<file path="config.mk">
export PLATFORM = sky130hd
export DESIGN_NAME = dda_line_rasterizer_flat
export DESIGN_NICKNAME = d
export VERILOG_FILES = /design/src/design/dda_pkg.sv /design/src/design/dda_if.sv /design/src/design/dda_line_rasterizer.sv /design/src/design/dda_div.sv /design/src/flat_wrapper.sv
export VERILOG_INCLUDE_DIRS = /design/src /design/src/design
export SDC_FILE = /design/constraint.sdc
export NUM_CORES = 1
export LEC_CHECK = 0
export ABC_AREA = 1
export BUFFER_PORTS_ARGS = -buffer_cell sky130_fd_sc_hd__buf_2
export CELL_PAD_IN_SITES_DETAIL_PLACEMENT = 0
export CELL_PAD_IN_SITES_GLOBAL_PLACEMENT = 1
export CORE_ASPECT_RATIO = 0.5
export CORE_MARGIN = 5
export CORE_UTILIZATION = 52
export CTS_BUF_LIST = sky130_fd_sc_hd__clkbuf_4 sky130_fd_sc_hd__clkbuf_8
export DETAILED_ROUTE_END_ITERATION = 10
export GPL_ROUTABILITY_DRIVEN = 0
export MAX_ROUTING_LAYER = met4
export PLACE_DENSITY_LB_ADDON = 0.15
export SYNTH_ARGS = -nofsm -noshare
export SYNTH_HDL_FRONTEND = slang
export SYNTH_SLANG_ARGS = --single-unit
</file>
<file path="constraint.sdc">
create_clock -name clock -period 14.8 [get_ports clock]
set_clock_uncertainty 0.2 [all_clocks]
set_input_delay 0.74 -clock clock [delete_from_list [all_inputs] [get_ports clock]]
set_output_delay 0.74 -clock clock [all_outputs]
set_load 0.05 [all_outputs]
</file>
<file path="src/design/dda_line_rasterizer_macros.svh">
// Assertion macros shared by the line rasterizer RTL.
`ifndef DDA_LINE_RASTERIZER_MACROS_SVH
`define DDA_LINE_RASTERIZER_MACROS_SVH

`ifndef NO_ASSERTIONS

`define DDA_ASSERT_IMPLIES(label, clk, rst, cond, expr) \
   label: assert property (@(posedge clk) disable iff (rst) (cond) |-> (expr)) \
      else $error("assertion failed");

`define DDA_ASSERT_NEXT(label, clk, rst, cond, expr) \
   label: assert property (@(posedge clk) disable iff (rst) (cond) |=> (expr)) \
      else $error("assertion failed");

`else

`define DDA_ASSERT_IMPLIES(label, clk, rst, cond, expr)

`define DDA_ASSERT_NEXT(label, clk, rst, cond, expr)

`endif

`endif

</file>
<file path="src/design/dda_pkg.sv">
`default_nettype none

package dda_pkg;

   localparam int COORD_BITS_DEF = 10;
   localparam int FRAC_BITS_DEF  = 16;
   localparam int COLOR_BITS     = 4;

   typedef enum logic {
      OP_START = 1'b0,
      OP_NEXT  = 1'b1
   } op_type;

   typedef struct packed {
      logic busy;
      logic done;
   } div_stat_type;

endpackage

`default_nettype wire

</file>
<file path="src/design/dda_if.sv">
`default_nettype none

interface dda_req_if #(
   parameter int COORD_BITS = dda_pkg::COORD_BITS_DEF
) ();
   logic                             valid;
   logic                             ready;
   logic                             operation;
   logic [COORD_BITS-1:0]            start_x;
   logic [COORD_BITS-1:0]            start_y;
   logic [COORD_BITS-1:0]            end_x;
   logic [COORD_BITS-1:0]            end_y;
   logic [dda_pkg::COLOR_BITS-1:0]   color;

   modport source (output valid, operation, start_x, start_y, end_x, end_y, color,
                   input ready);
   modport sink   (input valid, operation, start_x, start_y, end_x, end_y, color,
                   output ready);
endinterface

interface dda_rsp_if #(
   parameter int COORD_BITS = dda_pkg::COORD_BITS_DEF
) ();
   logic                             valid;
   logic                             ready;
   logic [COORD_BITS-1:0]            pixel_x;
   logic [COORD_BITS-1:0]            pixel_y;
   logic [dda_pkg::COLOR_BITS-1:0]   pixel_color;
   logic                             last;

   modport source (output valid, pixel_x, pixel_y, pixel_color, last, input ready);
   modport sink   (input valid, pixel_x, pixel_y, pixel_color, last, output ready);
endinterface

`default_nettype wire

</file>
<file path="src/design/dda_line_rasterizer.sv">
// DDA line generator. A start transfer gives the endpoints and color of a line; a line of
// zero length answers with its single pixel in the next cycle, and any other line answers with
// pixel 0 once the one shared restoring divider has formed the x and then the y increment at
// one quotient bit per cycle. Each next-pixel transfer then answers with the following pixel,
// and the last of the step+1 pixels has last set. A next-pixel transfer while no line is
// active gives no result. A start abandons a line in progress, but requests are taken only
// while the divider is idle and no response is held back.
`default_nettype none

`include "dda_line_rasterizer_macros.svh"

module dda_line_rasterizer #(
   parameter int COORD_BITS = dda_pkg::COORD_BITS_DEF,
   parameter int FRAC_BITS  = dda_pkg::FRAC_BITS_DEF
) (
   input wire logic clock,
   input wire logic reset,
   dda_req_if.sink   req_ch,
   dda_rsp_if.source rsp_ch
);

   localparam int ACC_W = COORD_BITS + FRAC_BITS;
   localparam int CB    = dda_pkg::COLOR_BITS;

   typedef enum logic [2:0] {
      ST_IDLE  = 3'b001,
      ST_DIV_X = 3'b010,
      ST_DIV_Y = 3'b100
   } state_type;

   state_type             state_ff, state_in;
   logic                  active_ff, active_in;
   logic                  launch_ff, launch_in;
   logic                  rsp_valid_ff, rsp_valid_in;
   logic [COORD_BITS-1:0] rsp_x_ff, rsp_x_in;
   logic [COORD_BITS-1:0] rsp_y_ff, rsp_y_in;
   logic [CB-1:0]         rsp_color_ff, rsp_color_in;
   logic                  rsp_last_ff, rsp_last_in;
   logic [ACC_W-1:0]      acc_x_ff, acc_x_in;
   logic [ACC_W-1:0]      acc_y_ff, acc_y_in;
   logic [ACC_W-1:0]      inc_x_ff, inc_x_in;
   logic [ACC_W-1:0]      inc_y_ff, inc_y_in;
   logic [COORD_BITS-1:0] left_ff, left_in;
   logic [CB-1:0]         color_ff, color_in;
   logic [COORD_BITS-1:0] adx_ff, adx_in;
   logic [COORD_BITS-1:0] ady_ff, ady_in;
   logic                  negx_ff, negx_in;
   logic                  negy_ff, negy_in;

   logic                  accept;
   logic                  neg_x, neg_y;
   logic [COORD_BITS-1:0] adx, ady, step;
   logic [ACC_W-1:0]      sum_x, sum_y;
   logic [ACC_W-1:0]      quo_ext, quo_neg;
   logic [COORD_BITS-1:0] div_mag;

   dda_pkg::div_stat_type div_stat;
   logic [FRAC_BITS:0]    quotient;

   dda_div #(
      .COORD_BITS (COORD_BITS),
      .FRAC_BITS  (FRAC_BITS)
   ) u_div (
      .clock     (clock),
      .reset     (reset),
      .start     (launch_ff),
      .magnitude (div_mag),
      .divisor   (left_ff),
      .stat      (div_stat),
      .quotient  (quotient)
   );

   assign req_ch.ready = (state_ff == ST_IDLE) && (!rsp_valid_ff || rsp_ch.ready);
   assign accept       = req_ch.valid && req_ch.ready;

   assign neg_x = req_ch.end_x < req_ch.start_x;
   assign neg_y = req_ch.end_y < req_ch.start_y;
   assign adx   = neg_x ? req_ch.start_x - req_ch.end_x : req_ch.end_x - req_ch.start_x;
   assign ady   = neg_y ? req_ch.start_y - req_ch.end_y : req_ch.end_y - req_ch.start_y;
   assign step  = (adx > ady) ? adx : ady;

   assign sum_x   = acc_x_ff + inc_x_ff;
   assign sum_y   = acc_y_ff + inc_y_ff;
   assign div_mag = (state_ff == ST_DIV_X) ? adx_ff : ady_ff;
   assign quo_ext = {{(ACC_W-FRAC_BITS-1){1'b0}}, quotient};
   assign quo_neg = '0 - quo_ext;

   always_comb begin
      state_in     = state_ff;
      active_in    = active_ff;
      launch_in    = 1'b0;
      rsp_valid_in = rsp_valid_ff && !rsp_ch.ready;
      rsp_x_in     = rsp_x_ff;
      rsp_y_in     = rsp_y_ff;
      rsp_color_in = rsp_color_ff;
      rsp_last_in  = rsp_last_ff;
      acc_x_in     = acc_x_ff;
      acc_y_in     = acc_y_ff;
      inc_x_in     = inc_x_ff;
      inc_y_in     = inc_y_ff;
      left_in      = left_ff;
      color_in     = color_ff;
      adx_in       = adx_ff;
      ady_in       = ady_ff;
      negx_in      = negx_ff;
      negy_in      = negy_ff;
      case (state_ff)
         ST_IDLE: begin
            if (accept) begin
               if (req_ch.operation == dda_pkg::OP_START) begin
                  color_in = req_ch.color;
                  acc_x_in = {req_ch.start_x, {FRAC_BITS{1'b0}}};
                  acc_y_in = {req_ch.start_y, {FRAC_BITS{1'b0}}};
                  adx_in   = adx;
                  ady_in   = ady;
                  negx_in  = neg_x;
                  negy_in  = neg_y;
                  left_in  = step;
                  if (step == '0) begin
                     inc_x_in     = '0;
                     inc_y_in     = '0;
                     active_in    = 1'b0;
                     rsp_valid_in = 1'b1;
                     rsp_x_in     = req_ch.start_x;
                     rsp_y_in     = req_ch.start_y;
                     rsp_color_in = req_ch.color;
                     rsp_last_in  = 1'b1;
                  end else begin
                     active_in = 1'b1;
                     launch_in = 1'b1;
                     state_in  = ST_DIV_X;
                  end
               end else if (active_ff) begin
                  acc_x_in     = sum_x;
                  acc_y_in     = sum_y;
                  left_in      = left_ff - 1'b1;
                  active_in    = left_ff != COORD_BITS'(1);
                  rsp_valid_in = 1'b1;
                  rsp_x_in     = sum_x[ACC_W-1:FRAC_BITS];
                  rsp_y_in     = sum_y[ACC_W-1:FRAC_BITS];
                  rsp_color_in = color_ff;
                  rsp_last_in  = left_ff == COORD_BITS'(1);
               end
            end
         end
         ST_DIV_X: begin
            if (div_stat.done) begin
               inc_x_in  = negx_ff ? quo_neg : quo_ext;
               launch_in = 1'b1;
               state_in  = ST_DIV_Y;
            end
         end
         ST_DIV_Y: begin
            if (div_stat.done) begin
               inc_y_in     = negy_ff ? quo_neg : quo_ext;
               state_in     = ST_IDLE;
               rsp_valid_in = 1'b1;
               rsp_x_in     = acc_x_ff[ACC_W-1:FRAC_BITS];
               rsp_y_in     = acc_y_ff[ACC_W-1:FRAC_BITS];
               rsp_color_in = color_ff;
               rsp_last_in  = 1'b0;
            end
         end
         default: begin
            state_in = ST_IDLE;
         end
      endcase
   end

   always_ff @(posedge clock) begin
      if (reset) begin
         state_ff     <= ST_IDLE;
         active_ff    <= 1'b0;
         launch_ff    <= 1'b0;
         rsp_valid_ff <= 1'b0;
      end else begin
         state_ff     <= state_in;
         active_ff    <= active_in;
         launch_ff    <= launch_in;
         rsp_valid_ff <= rsp_valid_in;
      end
      rsp_x_ff     <= rsp_x_in;
      rsp_y_ff     <= rsp_y_in;
      rsp_color_ff <= rsp_color_in;
      rsp_last_ff  <= rsp_last_in;
      acc_x_ff     <= acc_x_in;
      acc_y_ff     <= acc_y_in;
      inc_x_ff     <= inc_x_in;
      inc_y_ff     <= inc_y_in;
      left_ff      <= left_in;
      color_ff     <= color_in;
      adx_ff       <= adx_in;
      ady_ff       <= ady_in;
      negx_ff      <= negx_in;
      negy_ff      <= negy_in;
   end

   assign rsp_ch.valid       = rsp_valid_ff;
   assign rsp_ch.pixel_x     = rsp_x_ff;
   assign rsp_ch.pixel_y     = rsp_y_ff;
   assign rsp_ch.pixel_color = rsp_color_ff;
   assign rsp_ch.last        = rsp_last_ff;

   `DDA_ASSERT_IMPLIES(a_ready_div_idle, clock, reset, req_ch.ready, !div_stat.busy)
   `DDA_ASSERT_IMPLIES(a_done_in_div, clock, reset, div_stat.done, state_ff != ST_IDLE)
   `DDA_ASSERT_IMPLIES(a_last_ends_line, clock, reset, rsp_valid_ff && rsp_last_ff, !active_ff)
   `DDA_ASSERT_NEXT(a_launch_starts_div, clock, reset, launch_ff, div_stat.busy)

endmodule

`default_nettype wire

</file>
<file path="src/design/dda_div.sv">
`default_nettype none

module dda_div #(
   parameter int COORD_BITS = dda_pkg::COORD_BITS_DEF,
   parameter int FRAC_BITS  = dda_pkg::FRAC_BITS_DEF
) (
   input  wire logic                  clock,
   input  wire logic                  reset,
   input  wire logic                  start,
   input  wire logic [COORD_BITS-1:0] magnitude,
   input  wire logic [COORD_BITS-1:0] divisor,
   output dda_pkg::div_stat_type      stat,
   output logic [FRAC_BITS:0]         quotient
);

   localparam int STEPS = COORD_BITS + FRAC_BITS;
   localparam int CNT_W = $clog2(STEPS + 1);

   logic                  busy_ff, busy_in;
   logic                  done_ff, done_in;
   logic [CNT_W-1:0]      cnt_ff, cnt_in;
   logic [COORD_BITS-1:0] rem_ff, rem_in;
   logic [COORD_BITS-1:0] dvs_ff, dvs_in;
   logic [STEPS-1:0]      num_ff, num_in;
   logic [FRAC_BITS:0]    quo_ff, quo_in;

   logic [COORD_BITS:0]   trial;
   logic [COORD_BITS:0]   diff;
   logic                  fits;

   // One restoring step: bring down the next dividend bit and subtract if it fits.
   assign trial = {rem_ff, num_ff[STEPS-1]};
   assign diff  = trial - {1'b0, dvs_ff};
   assign fits  = trial >= {1'b0, dvs_ff};

   always_comb begin
      busy_in = busy_ff;
      done_in = 1'b0;
      cnt_in  = cnt_ff;
      rem_in  = rem_ff;
      dvs_in  = dvs_ff;
      num_in  = num_ff;
      quo_in  = quo_ff;
      if (start) begin
         busy_in = 1'b1;
         cnt_in  = CNT_W'(STEPS);
         rem_in  = '0;
         dvs_in  = divisor;
         num_in  = {magnitude, {FRAC_BITS{1'b0}}};
         quo_in  = '0;
      end else if (busy_ff) begin
         rem_in = fits ? diff[COORD_BITS-1:0] : trial[COORD_BITS-1:0];
         num_in = {num_ff[STEPS-2:0], 1'b0};
         quo_in = {quo_ff[FRAC_BITS-1:0], fits};
         cnt_in = cnt_ff - 1'b1;
         if (cnt_ff == CNT_W'(1)) begin
            busy_in = 1'b0;
            done_in = 1'b1;
         end
      end
   end

   always_ff @(posedge clock) begin
      if (reset) begin
         busy_ff <= 1'b0;
         done_ff <= 1'b0;
         cnt_ff  <= '0;
      end else begin
         busy_ff <= busy_in;
         done_ff <= done_in;
         cnt_ff  <= cnt_in;
      end
      rem_ff <= rem_in;
      dvs_ff <= dvs_in;
      num_ff <= num_in;
      quo_ff <= quo_in;
   end

   assign stat     = '{busy: busy_ff, done: done_ff};
   assign quotient = quo_ff;

endmodule

`default_nettype wire
</file>
<file path="src/flat_wrapper.sv">
// flat-port wrapper written by rule: the top's interface ports become plain ports
module dda_line_rasterizer_flat 
#(
   parameter int COORD_BITS = dda_pkg::COORD_BITS_DEF,
   parameter int FRAC_BITS  = dda_pkg::FRAC_BITS_DEF
)
  (clock, reset, req_ch_valid, req_ch_operation, req_ch_start_x, req_ch_start_y, req_ch_end_x, req_ch_end_y, req_ch_color, req_ch_ready, rsp_ch_valid, rsp_ch_pixel_x, rsp_ch_pixel_y, rsp_ch_pixel_color, rsp_ch_last, rsp_ch_ready);
  dda_req_if #(.COORD_BITS(COORD_BITS)) req_ch_i ();
  dda_rsp_if #(.COORD_BITS(COORD_BITS)) rsp_ch_i ();
  input wire logic clock;
  input wire logic reset;
  input wire logic [$bits(req_ch_i.valid)-1:0] req_ch_valid;
  input wire logic [$bits(req_ch_i.operation)-1:0] req_ch_operation;
  input wire logic [$bits(req_ch_i.start_x)-1:0] req_ch_start_x;
  input wire logic [$bits(req_ch_i.start_y)-1:0] req_ch_start_y;
  input wire logic [$bits(req_ch_i.end_x)-1:0] req_ch_end_x;
  input wire logic [$bits(req_ch_i.end_y)-1:0] req_ch_end_y;
  input wire logic [$bits(req_ch_i.color)-1:0] req_ch_color;
  output wire logic [$bits(req_ch_i.ready)-1:0] req_ch_ready;
  output wire logic [$bits(rsp_ch_i.valid)-1:0] rsp_ch_valid;
  output wire logic [$bits(rsp_ch_i.pixel_x)-1:0] rsp_ch_pixel_x;
  output wire logic [$bits(rsp_ch_i.pixel_y)-1:0] rsp_ch_pixel_y;
  output wire logic [$bits(rsp_ch_i.pixel_color)-1:0] rsp_ch_pixel_color;
  output wire logic [$bits(rsp_ch_i.last)-1:0] rsp_ch_last;
  input wire logic [$bits(rsp_ch_i.ready)-1:0] rsp_ch_ready;
  assign req_ch_i.valid = req_ch_valid;
  assign req_ch_i.operation = req_ch_operation;
  assign req_ch_i.start_x = req_ch_start_x;
  assign req_ch_i.start_y = req_ch_start_y;
  assign req_ch_i.end_x = req_ch_end_x;
  assign req_ch_i.end_y = req_ch_end_y;
  assign req_ch_i.color = req_ch_color;
  assign req_ch_ready = req_ch_i.ready;
  assign rsp_ch_valid = rsp_ch_i.valid;
  assign rsp_ch_pixel_x = rsp_ch_i.pixel_x;
  assign rsp_ch_pixel_y = rsp_ch_i.pixel_y;
  assign rsp_ch_pixel_color = rsp_ch_i.pixel_color;
  assign rsp_ch_last = rsp_ch_i.last;
  assign rsp_ch_i.ready = rsp_ch_ready;
  dda_line_rasterizer #(.COORD_BITS(COORD_BITS), .FRAC_BITS(FRAC_BITS)) u_core (.clock(clock), .reset(reset), .req_ch(req_ch_i), .rsp_ch(rsp_ch_i));
endmodule
</file>
# After elaboration in Yosys (flattened, before gate mapping)
# Cells that the tools add are included.
totals:
  output_inout_bits: 27
  reg_bits: 225
op_classes:
  eq_ne: 15
  n_reduce_logical: 19
  n_addsub: 10
  n_bitwise: 2
  order_cmp: 4
  n_mux: 71
op_table:
  columns: ["op", "n"]
  rows:
  - ["$mux W26", 13]
  - ["$mux W10", 17]
  - ["$pmux W26 S2", 2]
  - ["$add A26 B26 Y26", 2]
  - ["$sub A10 B10 Y10", 5]
  - ["$pmux W10 S2", 2]
  - ["$lt A10 B10 Y1", 2]
  - ["$mux W1", 20]
  - ["$mux W4", 5]
  - ["$reduce_and A5 Y1", 4]
  - ["$sub A1 B17 Y18 const A", 1]
  - ["$mux W3", 5]
  - ["$ge A11 B10 Y1", 1]
  - ["$eq A10 B1 Y1 const B", 1]
  - ["$gt A10 B10 Y1", 1]
  - ["$logic_not A10 Y1", 1]
  - ["$mux W5", 2]
  - ["$ne A10 B1 Y1 const B", 1]
  - ["$ne A2 B2 Y1 const B", 5]
  - ["$sub A10 B1 Y10 const B", 1]
  - ["$pmux W3 S3", 1]
  - ["$pmux W4 S2", 1]
  - ["$pmux W1 S2", 3]
  - ["$reduce_and A3 Y1", 2]
  - ["other kinds (16)", 23]

# Logic depth before layout (Yosys ltp)
# Gate-level depths: netlist of the first run.
logic_depth:
  ltp_word: 9
  depth_mapped: 30
  mapped_depth_nobuf: 30

# By module
# Synthesis of the first run repeated with hierarchy kept, for this count alone.
hier_totals:
  hier_cells: 1952
  area_unflattened_um2: 14813.0
modules_own_cells:
  columns: ["module", "area_each_um2", "n_inst", "cells_per_inst", "seq_area_each_um2"]
  rows:
  - ["dda_line_rasterizer", 12142.9, 1, 1615, 4594.4]
  - ["dda_div", 2670.1, 1, 337, 1281.2]

# Worst setup path before layout of the first run
# Ideal clock, no wire load.
synth_path:
  kind: "register to register"
  from: "reg u_core.state_ff[0]"
  to: "reg u_core.acc_x_ff[0] (enable)"
  n_path_buf: 0
  path_slack_ps: 9216
  required_time_ps: 14096
  period_less_slack_ps: 5584
  stages_incl_launch_ff: 7
  arrival_ps: 4880
  setup_time_ps: 504
  path_cell_list: "dfxtp_1 -> inv_1 -> nor3_1 -> inv_1 -> nor2_1 -> nand2_1 -> a21oi_1"
synth_via:
  elab_chain_cells: 4
synth_rtl:
  columns: ["item", "line", "text"]
  rows:
  - ["start: declaration", "dda_line_rasterizer.sv:31", "state_type state_ff, state_in;"]
  - ["start signal: assignment", "dda_line_rasterizer.sv:177", "state_ff <= state_in;"]
  - ["$eq A3 B1 Y1", "dda_line_rasterizer.sv:73", "assign req_ch.ready = (state_ff == ST_IDLE) && (!rsp_valid_ff || rsp_ch.ready);"]
  - ["$logic_and A1 B1 Y1", "dda_line_rasterizer.sv:73", null]
  - ["via req_ch_ready", "flat_wrapper.sv:19", "output wire logic [$bits(req_ch_i.ready)-1:0] req_ch_ready;"]
  - ["$logic_and A1 B1 Y1", "dda_line_rasterizer.sv:74", "assign accept = req_ch.valid && req_ch.ready;"]
  - ["$reduce_and A3 Y1 (no line)", null, null]
  - ["end signal: assignment", "dda_line_rasterizer.sv:186", "acc_x_ff <= acc_x_in;"]
  - ["end: declaration", "dda_line_rasterizer.sv:39", "logic [ACC_W-1:0] acc_x_ff, acc_x_in;"]
# The timed path passes the listed nets, and every way through them passes these cells.
# A chain may end at the register's enable or synchronous reset.

# Worst setup path after layout of the first run
layout_path:
  from: "in req_ch_start_y[9]"
  to: "reg u_core.inc_y_ff[3] (enable)"
layout_via:
  elab_chain_cells: 7
  elab_cells_between_ends: 9
  classes_between: "add/sub (2); order compare (2); eq/ne (1); mux (2); reduce/logical (2)"
layout_rtl:
  columns: ["item", "line", "text"]
  rows:
  - ["start: declaration", "flat_wrapper.sv:15", "input wire logic [$bits(req_ch_i.start_y)-1:0] req_ch_start_y;"]
  - ["$lt A10 B10 Y1 *", "dda_line_rasterizer.sv:77", "assign neg_y = req_ch.end_y < req_ch.start_y;"]
  - ["via u_core.neg_y", "dda_line_rasterizer.sv:51", "logic neg_x, neg_y;"]
  - ["$mux W10 *", "dda_line_rasterizer.sv:79", "assign ady = neg_y ? req_ch.start_y - req_ch.end_y : req_ch.end_y - req_ch.start_y;"]
  - ["via u_core.ady[5]", "dda_line_rasterizer.sv:52", "logic [COORD_BITS-1:0] adx, ady, step;"]
  - ["$gt A10 B10 Y1", "dda_line_rasterizer.sv:80", "assign step = (adx > ady) ? adx : ady;"]
  - ["$mux W10 *", "dda_line_rasterizer.sv:80", null]
  - ["$logic_not A10 Y1 *", "dda_line_rasterizer.sv:119", "if (step == '0) begin"]
  - ["$ne A2 B2 Y1 (no line) *", null, null]
  - ["$reduce_and A5 Y1 (no line) *", null, null]
  - ["end signal: assignment", "dda_line_rasterizer.sv:189", "inc_y_ff <= inc_y_in;"]
  - ["end: declaration", "dda_line_rasterizer.sv:42", "logic [ACC_W-1:0] inc_y_ff, inc_y_in;"]
# Mark *: on every way through the listed nets, which the timed path passes. The rest lies on a longest branch.

==> results of run 1 <==
-- report_power, final --
part / total (mW) / leakage [nW] / switching [mW] / internal [mW]
Clock: 0.548 / 0.401 / 0.237 / 0.311
Combinational: 0.798 / 5.22 / 0.550 / 0.248
Sequential: 0.781 / 1.90 / 0.0411 / 0.740
-- cell usage after synthesis (all sizes together), types with 2 or more instances --
cell type and n:
nor4 3, clkbuf 30, nor3 24, mux2 4, o31ai 3, inv 273
xnor2 8, clkinv 5, fa 7, nand2 467, nor2 123, a221oi 2
xor2 35, o2111ai 2, o211ai 5, nand4 28, o21bai 15, a31oi 9
buf 8, nand3 114, o21ai 125, edfxtp 169, a21boi 2, o22ai 20
dfxtp 40, or2 4, a21oi 170, a31o 2, o21a 7, a21o 5
nor3b 2, nand3b 2, ha 113, and2 8
-- metal layers --
layer | global-route usage, % | vias up | part of all wire (%)
met5 | - | - | 0
met4 | 6.46 | 0 | 1.9
met3 | 4.75 | 72 | 8.1
met2 | 37.5 | 482 | 43
met1 | 36.5 | 5985 | 47
li1 | - | 6347 | -
-- worst max-delay path, stage by stage --
cell and delay [ns]:
sky130_fd_sc_hd__buf_2 0.10, sky130_fd_sc_hd__inv_1 0.07, sky130_fd_sc_hd__ha_1 0.39, sky130_fd_sc_hd__nand2_1 0.15, sky130_fd_sc_hd__inv_1 0.08, sky130_fd_sc_hd__a21oi_4 0.29, sky130_fd_sc_hd__nand2_2 0.11, sky130_fd_sc_hd__nor2_4 0.21
sky130_fd_sc_hd__nand2_1 0.12, sky130_fd_sc_hd__nand2_1 0.12, sky130_fd_sc_hd__inv_1 0.06, sky130_fd_sc_hd__ha_1 0.28, sky130_fd_sc_hd__a21oi_1 0.16, sky130_fd_sc_hd__nand2_1 0.08, sky130_fd_sc_hd__nand2_1 0.06, sky130_fd_sc_hd__nand3_1 0.06
sky130_fd_sc_hd__nand2_1 0.28, sky130_fd_sc_hd__clkinv_1 0.33, sky130_fd_sc_hd__nand3_1 0.21, sky130_fd_sc_hd__nand3_1 0.10, sky130_fd_sc_hd__nor2_2 0.12, sky130_fd_sc_hd__nand3_2 0.15, sky130_fd_sc_hd__nand2_1 0.11, sky130_fd_sc_hd__nand3_1 0.09
sky130_fd_sc_hd__a21oi_2 0.81
-- state kept, by name, summed over array words and instances (netlist names), 17 cells and up --
signal / flops
u_core.inc_y_ff: 18
u_core.u_div.quotient: 17
u_core.inc_x_ff: 18
u_core.acc_y_ff: 26
u_core.acc_x_ff: 26
-- worst paths after layout --
check	from	to	slack, ns
setup / recovery	req_ch_start_y[9]	u_core.inc_y_ff[3]	9.45
setup reg to reg	u_core.state_ff[0]	u_core.inc_y_ff[3]	11.04
hold / removal	req_ch_color[0]	u_core.color_ff[0]	0.20
hold reg to reg	u_core.u_div.cnt_ff[4]	u_core.u_div.cnt_ff[4]	0.29
-- layout make-up --
| class | count | area, sq um | share of cell area, % |
|---|---|---|---|
| repair buffers | 85 | 450 | 2.81 |
| multi-input cells | 1316 | 7430 | 46.4 |
| clock buffers | 54 | 681 | 4.25 |
| clock inverters | 9 | 66.3 | 0.414 |
| well taps | 382 | 478 | 2.98 |
| inverters | 278 | 1040 | 6.51 |
| flip-flops and latches | 209 | 5880 | 36.7 |
-- cells by family after synthesis --
| kind of cell | count (synthesis) | share of synthesized area [%] |
|---|---|---|
| XOR/XNOR | 43 | 2.60 |
| buffers and inverters | 316 | 8.25 |
| adder cells (fa/ha/maj) | 120 | 10.7 |
| flip-flops | 209 | 40.6 |
| AND/OR/NAND/NOR | 776 | 23.2 |
| multiplexers | 4 | 0.311 |
| AO/OA/AOI/OAI | 373 | 14.3 |
==> results.md, run 1 <==
Global route:
- Global routing consumed, over all layers together, 25.5% of the routing resources.
- The via count of the first global-routing pass is 12,200.
- The first global-routing pass estimated 62.6 mm of wire.
- The total congestion overflow is 0.
- The number of antenna violations at the first check in global routing is 0.
- The pin count of the biggest net entering global routing is 64.

Timing:
- The final setup TNS is 0 ns.
- The pin slew with the least headroom to its limit is 1.28 ns.
- Final hold analysis gives a worst-case slack of 0.204 ns.
- The final critical path takes up a little over a third of the cycle.
- The slack of the critical path is 9.45 ns.
- The number of max-slew violations in the final report is 0.
- Measured against its own limit, the worst slew margin works out to 14.3%.
- The number of hold violations in the final report came to 0.
- Setup repair after global routing left no endpoint under its margin.
- For this run, the top clock speed supported by timing is between 0.15 and 0.2 GHz.
- The worst path needs between 5 and 6 ns of the cycle, external delays included.
- Setup violations remaining at the end of the flow were counted as 0.

Floorplanning:
- From left edge to right edge, the die measures 246 microns.
- The number of primary I/O pins is 76.
- The placement row count is 43.
- The vertical die dimension is 128 microns.
- The floorplan step defined a core boundary enclosing 27,500 sq um.
- The starting density of the core is between 50% and 60%.
- The floorplan step defined a die boundary enclosing ~31,000 sq um.

Clock network:
- For the worst-skew pair, the clock arrives at the later sink with an insertion delay of 0.54 ns.
- The clock tree from TritonCTS is done.
- Counting along the longest clock path gives a buffer depth of 3.
- Hold repair after CTS inserted 0 buffers.
- The number of H-tree levels is 2.
- The post-CTS setup buffer count is 0.
- In this run, CTS created clock tree buffers numbering 35.
- The root buffer cell chosen for the clock tree is sky130_fd_sc_hd__clkbuf_8.
- Post-CTS repair changed the size of 0 cells.
- The clock-pin slew reported for the worst setup and hold paths after clock tree synthesis is approximately 0.060 ns.
- The number of sinks driven by the clock tree is 209.

Detailed routing:
- The detailed router placed 12,900 vias in this run.
- Wires add up to a little under 40 mm.
- The DRC violations left is 0.
- The detailed-router iteration count before antenna repair is 6.
- For this block, the initial DRC count from the detailed router was 1,300.
- The average via count per standard cell is 5.52.
- Dividing the detail-routed wire length by the instance count gives 17.0 microns.
- In this run the remaining antenna-violating nets after routing total 0.

Place:
- The half-perimeter wire length after detailed placement is 30.2 mm.
- In this run the cell area measured after placement is 15,300 sq um.
- The post-place setup slack is 8.96 ns.
- Input and output buffers added on the ports amount to 75.
- The instance count after placement with tap cells included is 2,270.

Yosys:
- The synthesized design contains 209 register bits.
- The count of different cell masters after synthesis is 56.
- Sequential cells were found to cover 40.6% of the synthesized design area.
- By area the synthesized netlist is led by sky130_fd_sc_hd__edfxtp_1 (35%), sky130_fd_sc_hd__nand2_1 (12%), sky130_fd_sc_hd__ha_1 (9.8%).
- Counting flops with an async set or reset pin after synthesis yields a share of 0%.
- The count of mapped cells out of synthesis is 1,841.
- The post-synthesis net count is 2,010.
- The share of the synthesized area in the top cell type is 35.1%.
- The Yosys step of the flow raised 0 warnings.
- In this run the cell area of the synthesized design comes to approximately 14,000 sq um.
- The most used flip-flop cell after synthesis is sky130_fd_sc_hd__edfxtp_1.
- The number of synthesized flops with an enable pin is 169.
- The library cell occupying the most area in the post-synthesis netlist is sky130_fd_sc_hd__edfxtp_1.
- Each instance of the synthesized netlist takes up on average 7.86 sq um.

Critical path:
- The worst setup path is launched from an input port.
- The maximum fanout along the worst path is 18.
- The worst path arrival time is about 5.3 ns.
- Data on the critical path is required at its endpoint by 14.74 ns.
- The sort of element at the end of the critical path is a flop.
- The logic depth of the worst register-to-register path is 10.
- The category of the critical setup timing path is input port to flop.

Outcome:
- The run finished with clean final reports.

Final layout:
- The library cell used most frequently in the layout, excluding fill and tap cells, is sky130_fd_sc_hd__nand2_1.
- The filler-free cell count of the finished design is 2,333.
- The repair_antennas step left the layout with diodes totalling 0.
- The final-layout fill cell count is between 2,000 and 3,000.
- Measured on the finished design, the core utilization comes to between 50% and 60%.
- The signed area change from the synthesized netlist to the final layout is 10.7%.
- The net count of the finished layout is roughly 2,100.
- After routing the design area is 16,000 sq um.
- The layout cell share with drive strength beyond 1 is 10.1%.
- The top cell types in the final layout, fill and taps aside, are sky130_fd_sc_hd__nand2_1 (452), sky130_fd_sc_hd__inv_1 (271), sky130_fd_sc_hd__edfxtp_1 (169).

Pwr:
- The analysis attributes to cell leakage a power of around 7.5 nW.
- The completed layout was analyzed and its total power is 2.13 mW.
- Across the VDD grid, the largest voltage drop is between 0.04 and 0.05 mV.
- The areal power density over the cells is 133 nW/um^2.

Min path:
- Along the worst hold path, the cell count comes to 1.
- The class of the most critical hold timing path is input port to flop.

Flow run:
- Across the run, the number of max-cap violations was 0.
Note: power is estimated with default switching activity, not from simulation.
==> inputs of run 2 (changes only) <==
CORE_UTILIZATION = 44   (was 52)
clock period = 4.92 ns   (was 14.8 ns; I/O delays follow)
==> results.md, run 2 (same netlist as run 1, synthesis figures left out) <==
Outcome:
- Outcome: finished, final reports clean (unchanged).

Global route:
- The via count of the first global-routing pass is 11,900 (was 12,200).
- The total congestion overflow is 0 (unchanged).
- The number of antenna violations at the first check in global routing came to 0 (unchanged).
- The wire length of the first global-routing pass is 64.7 mm (was 62.6 mm).
- The combined global-route utilization of all metal layers came to 22.3% (was 25.5%).
- The pin count of the biggest net entering global routing is 54 (was 64).

Detailed routing:
- The number of DRC markers after the initial detailed-route iteration is 1,183 (was 1,300).
- The detailed-router iteration count before antenna repair came to 5 (was 6).
- The DRC violations left is 0 (unchanged).
- The detailed-route via count is 12,600 (was 12,900).
- The antenna violation net count after detailed routing is 0 (unchanged).
- The routed wire length was 41.0 mm (was 39.6 mm).
- The average via count per standard cell is 5.23 (was 5.52).
- The final routed wire length divided by cell count came to 17.1 microns (was 17.0 microns).

Final layout:
- The register cell area after layout is 5880 sq um (unchanged).
- The signed area change from the synthesized netlist to the final layout is 12.7% (was 10.7%).
- The leading cell type in the layout, fill and taps excluded is sky130_fd_sc_hd__nand2_1 (unchanged).
- Top flop regs: u_core.acc_x_ff (26), u_core.acc_y_ff (26) (unchanged).
- The net count of the finished layout was 2,117 (was 2,094).
- The share of the core filled with cells is 50.9% (was 58.2%).
- Most frequent cells in the layout: sky130_fd_sc_hd__nand2_1 (452), sky130_fd_sc_hd__inv_1 (271), sky130_fd_sc_hd__edfxtp_1 (169) (unchanged).
- The layout cell share with drive strength beyond 1 is 10.5% (was 10.1%).
- The final-layout fill cell count is 3,185 (was 2,565).
- The multi-input logic area was 7440 sq um (was 7430 sq um).

Critical path:
- The sort of element at the end of the critical path was a flop (unchanged).
- The data required time of the critical path is 4.93 ns (was 14.74 ns).
- The most used cell along the critical path is sky130_fd_sc_hd__nand2_1 (unchanged).
- The family with the most delay on the worst path is simple AND/OR/NAND/NOR gates (unchanged).
- The cell with the largest stage delay on the worst path is sky130_fd_sc_hd__dlygate4sd3_1 (was sky130_fd_sc_hd__a21oi_2).
- The maximum fanout along the worst path is 25 (was 18).
- The number of buffer and inverter instances along the worst setup path is 6 (was 5).
- The longest individual stage delay on the worst path is 0.52 ns (was 0.81 ns).
- The startpoint kind of the worst setup timing path is an input port (unchanged).
- The category of the critical setup timing path is input port to flop (unchanged).
- The worst path arrival time came to 4.67 ns (was 5.29 ns).

Clock network:
- The clock buffer count from CTS is 35 (unchanged).
- The master cell of the clock root buffer is sky130_fd_sc_hd__clkbuf_8 (unchanged).
- The clock-pin slew reported for the worst setup and hold paths after clock tree synthesis is 0.06 ns (about the same).
- The clock latency on the worst-skew pair came to 0.52 ns (was 0.54 ns).
- The number of H-tree levels is 2 (unchanged).
- The number of sinks driven by the clock tree came to 209 (unchanged).
- The maximum buffer depth of the clock tree came to 3 (unchanged).
- The clock tree from TritonCTS is done (unchanged).

Timing:
- In the finished design, the share of the clock period the worst path needs comes to between 90% and 100%.
- The remaining max-slew budget at the tightest pin is 46.4% (was 14.3%).
- The number of hold violations in the final report is 0 (unchanged).
- The final setup TNS was 0 ns (unchanged).
- Timing would allow up to 0.215 GHz.
- The pin slew with the least headroom to its limit was 0.803 ns (was 1.28 ns).
- The worst hold slack after final layout is 0.0602 ns (was 0.204 ns).
- The number of max-slew violations in the final report is 0 (unchanged).
- The count of endpoints failing setup in the final report is 0 (unchanged).
- The final critical-path required period is between 4 and 5 ns.
- Unrepaired setup endpoints after global routing: no (unchanged).

Min path:
- The class of the most critical hold timing path is input port to flop (unchanged).

Pwr:
- The peak ir drop on the vdd network is 0.165 mV (was 0.0492 mV).
- The reported leakage power is 7.62 nW (was 7.52 nW).
- The areal power density over the cells was 393 nW/um^2 (was 133 nW/um^2).

Floorplanning:
- The number of primary I/O pins is 76 (unchanged).
- The vertical die dimension is 138 microns (was 128 microns).
- The die extent in x is 266 microns (was 246 microns).
- The floorplan die area came to 36,800 sq um (was 31,500 sq um).
- The starting density of the core is 45.1% (was 52.5%).
- The placement row count is 46 (was 43).
- The area of the placeable core is 32,100 sq um (was 27,500 sq um).

Flow run:
- The count of max-cap constraint violations is 0 (unchanged).

Place:
- The half-perimeter wire length after detailed placement came to 31.3 mm (was 30.2 mm).
- The count of buffers inserted at the top-level ports is 75 (unchanged).
run 2: cell types whose count changed in the layout (fill, tap and decap cells not counted), sizes merged:
| cell | change |
|---|---|
| dlygate4sd3 | +13 |
| buf | +10 |
| clkbuf | -2 |
| clkinv | +1 |
| clkinvlp | +1 |
| diode | +1 |
run 2: power by group:
group	internal, mW	switching (mW)	leakage, nW
Clock	0.879	0.714	0.382
Sequential	2.22	0.126	1.90
Combinational	0.800	1.67	5.34
Total	3.90	2.51	7.62
run 2: layer usage:
layer	GRT usage, %	vias to the layer above	wire length (microns)
met5	-	-	0
met4	4.98	0	784
met3	3.49	52	2210
met2	31.8	311	17200
met1	33.5	5811	20900
li1	-	6414	-
run 2: area by class of cell:
class / count / area share, %
Clock inverter: 11 / 0.452
Tap cell: 432 / 3.31
Antenna cell: 1 / 0.0153
Sequential cell: 209 / 36.0
Clock buffer: 52 / 3.89
Multi-Input combinational cell: 1316 / 45.6
Timing Repair Buffer: 108 / 4.32
Inverter: 278 / 6.42
run 2: metrics by stage:
step / power (mW) / area (sq um) / cells / worst slack (ns)
floorplan: 4.13 / 14500 / 1841 / 0.0795
global placement: 4.81 / 15500 / 2328 / 0.342
detailed placement: 4.80 / 15500 / 2328 / 0.316
CTS: 6.43 / 16300 / 2404 / 0.273
global route: 6.88 / 16300 / 2406 / 0.00925
finish: 6.41 / 16300 / 2407 / 0.258
run 2: what timing repair did:
item | 4_1_cts | 5_1_grt
setup endpoints to repair | 0 | 61
resized for setup | 0 | 1
hold endpoints to repair | 27 | 0
buffers inserted | 0 | 2
hold buffers | 13 | 0
run 2: worst paths after layout:
kind	from	to	slack, ns	cells past startpoint
max	req_ch_start_y[9]	u_core.rsp_ch.pixel_y[2]	0.26	26
min	req_ch_start_y[8]	u_core.acc_y_ff[24]	0.06	4
max reg2reg	u_core.inc_x_ff[0]	u_core.acc_x_ff[22]	1.75	15
min reg2reg	u_core.left_ff[7]	u_core.u_div.dvs_ff[7]	0.28	0
run 2: worst register-to-register path: cells and delay by family, from the launching register on:
kind	cells	cell delay, ns
flops	1	0.34
compound gates	3	0.72
buf+inv	2	0.18
fa+ha+maj	2	0.62
simple gates	8	0.90
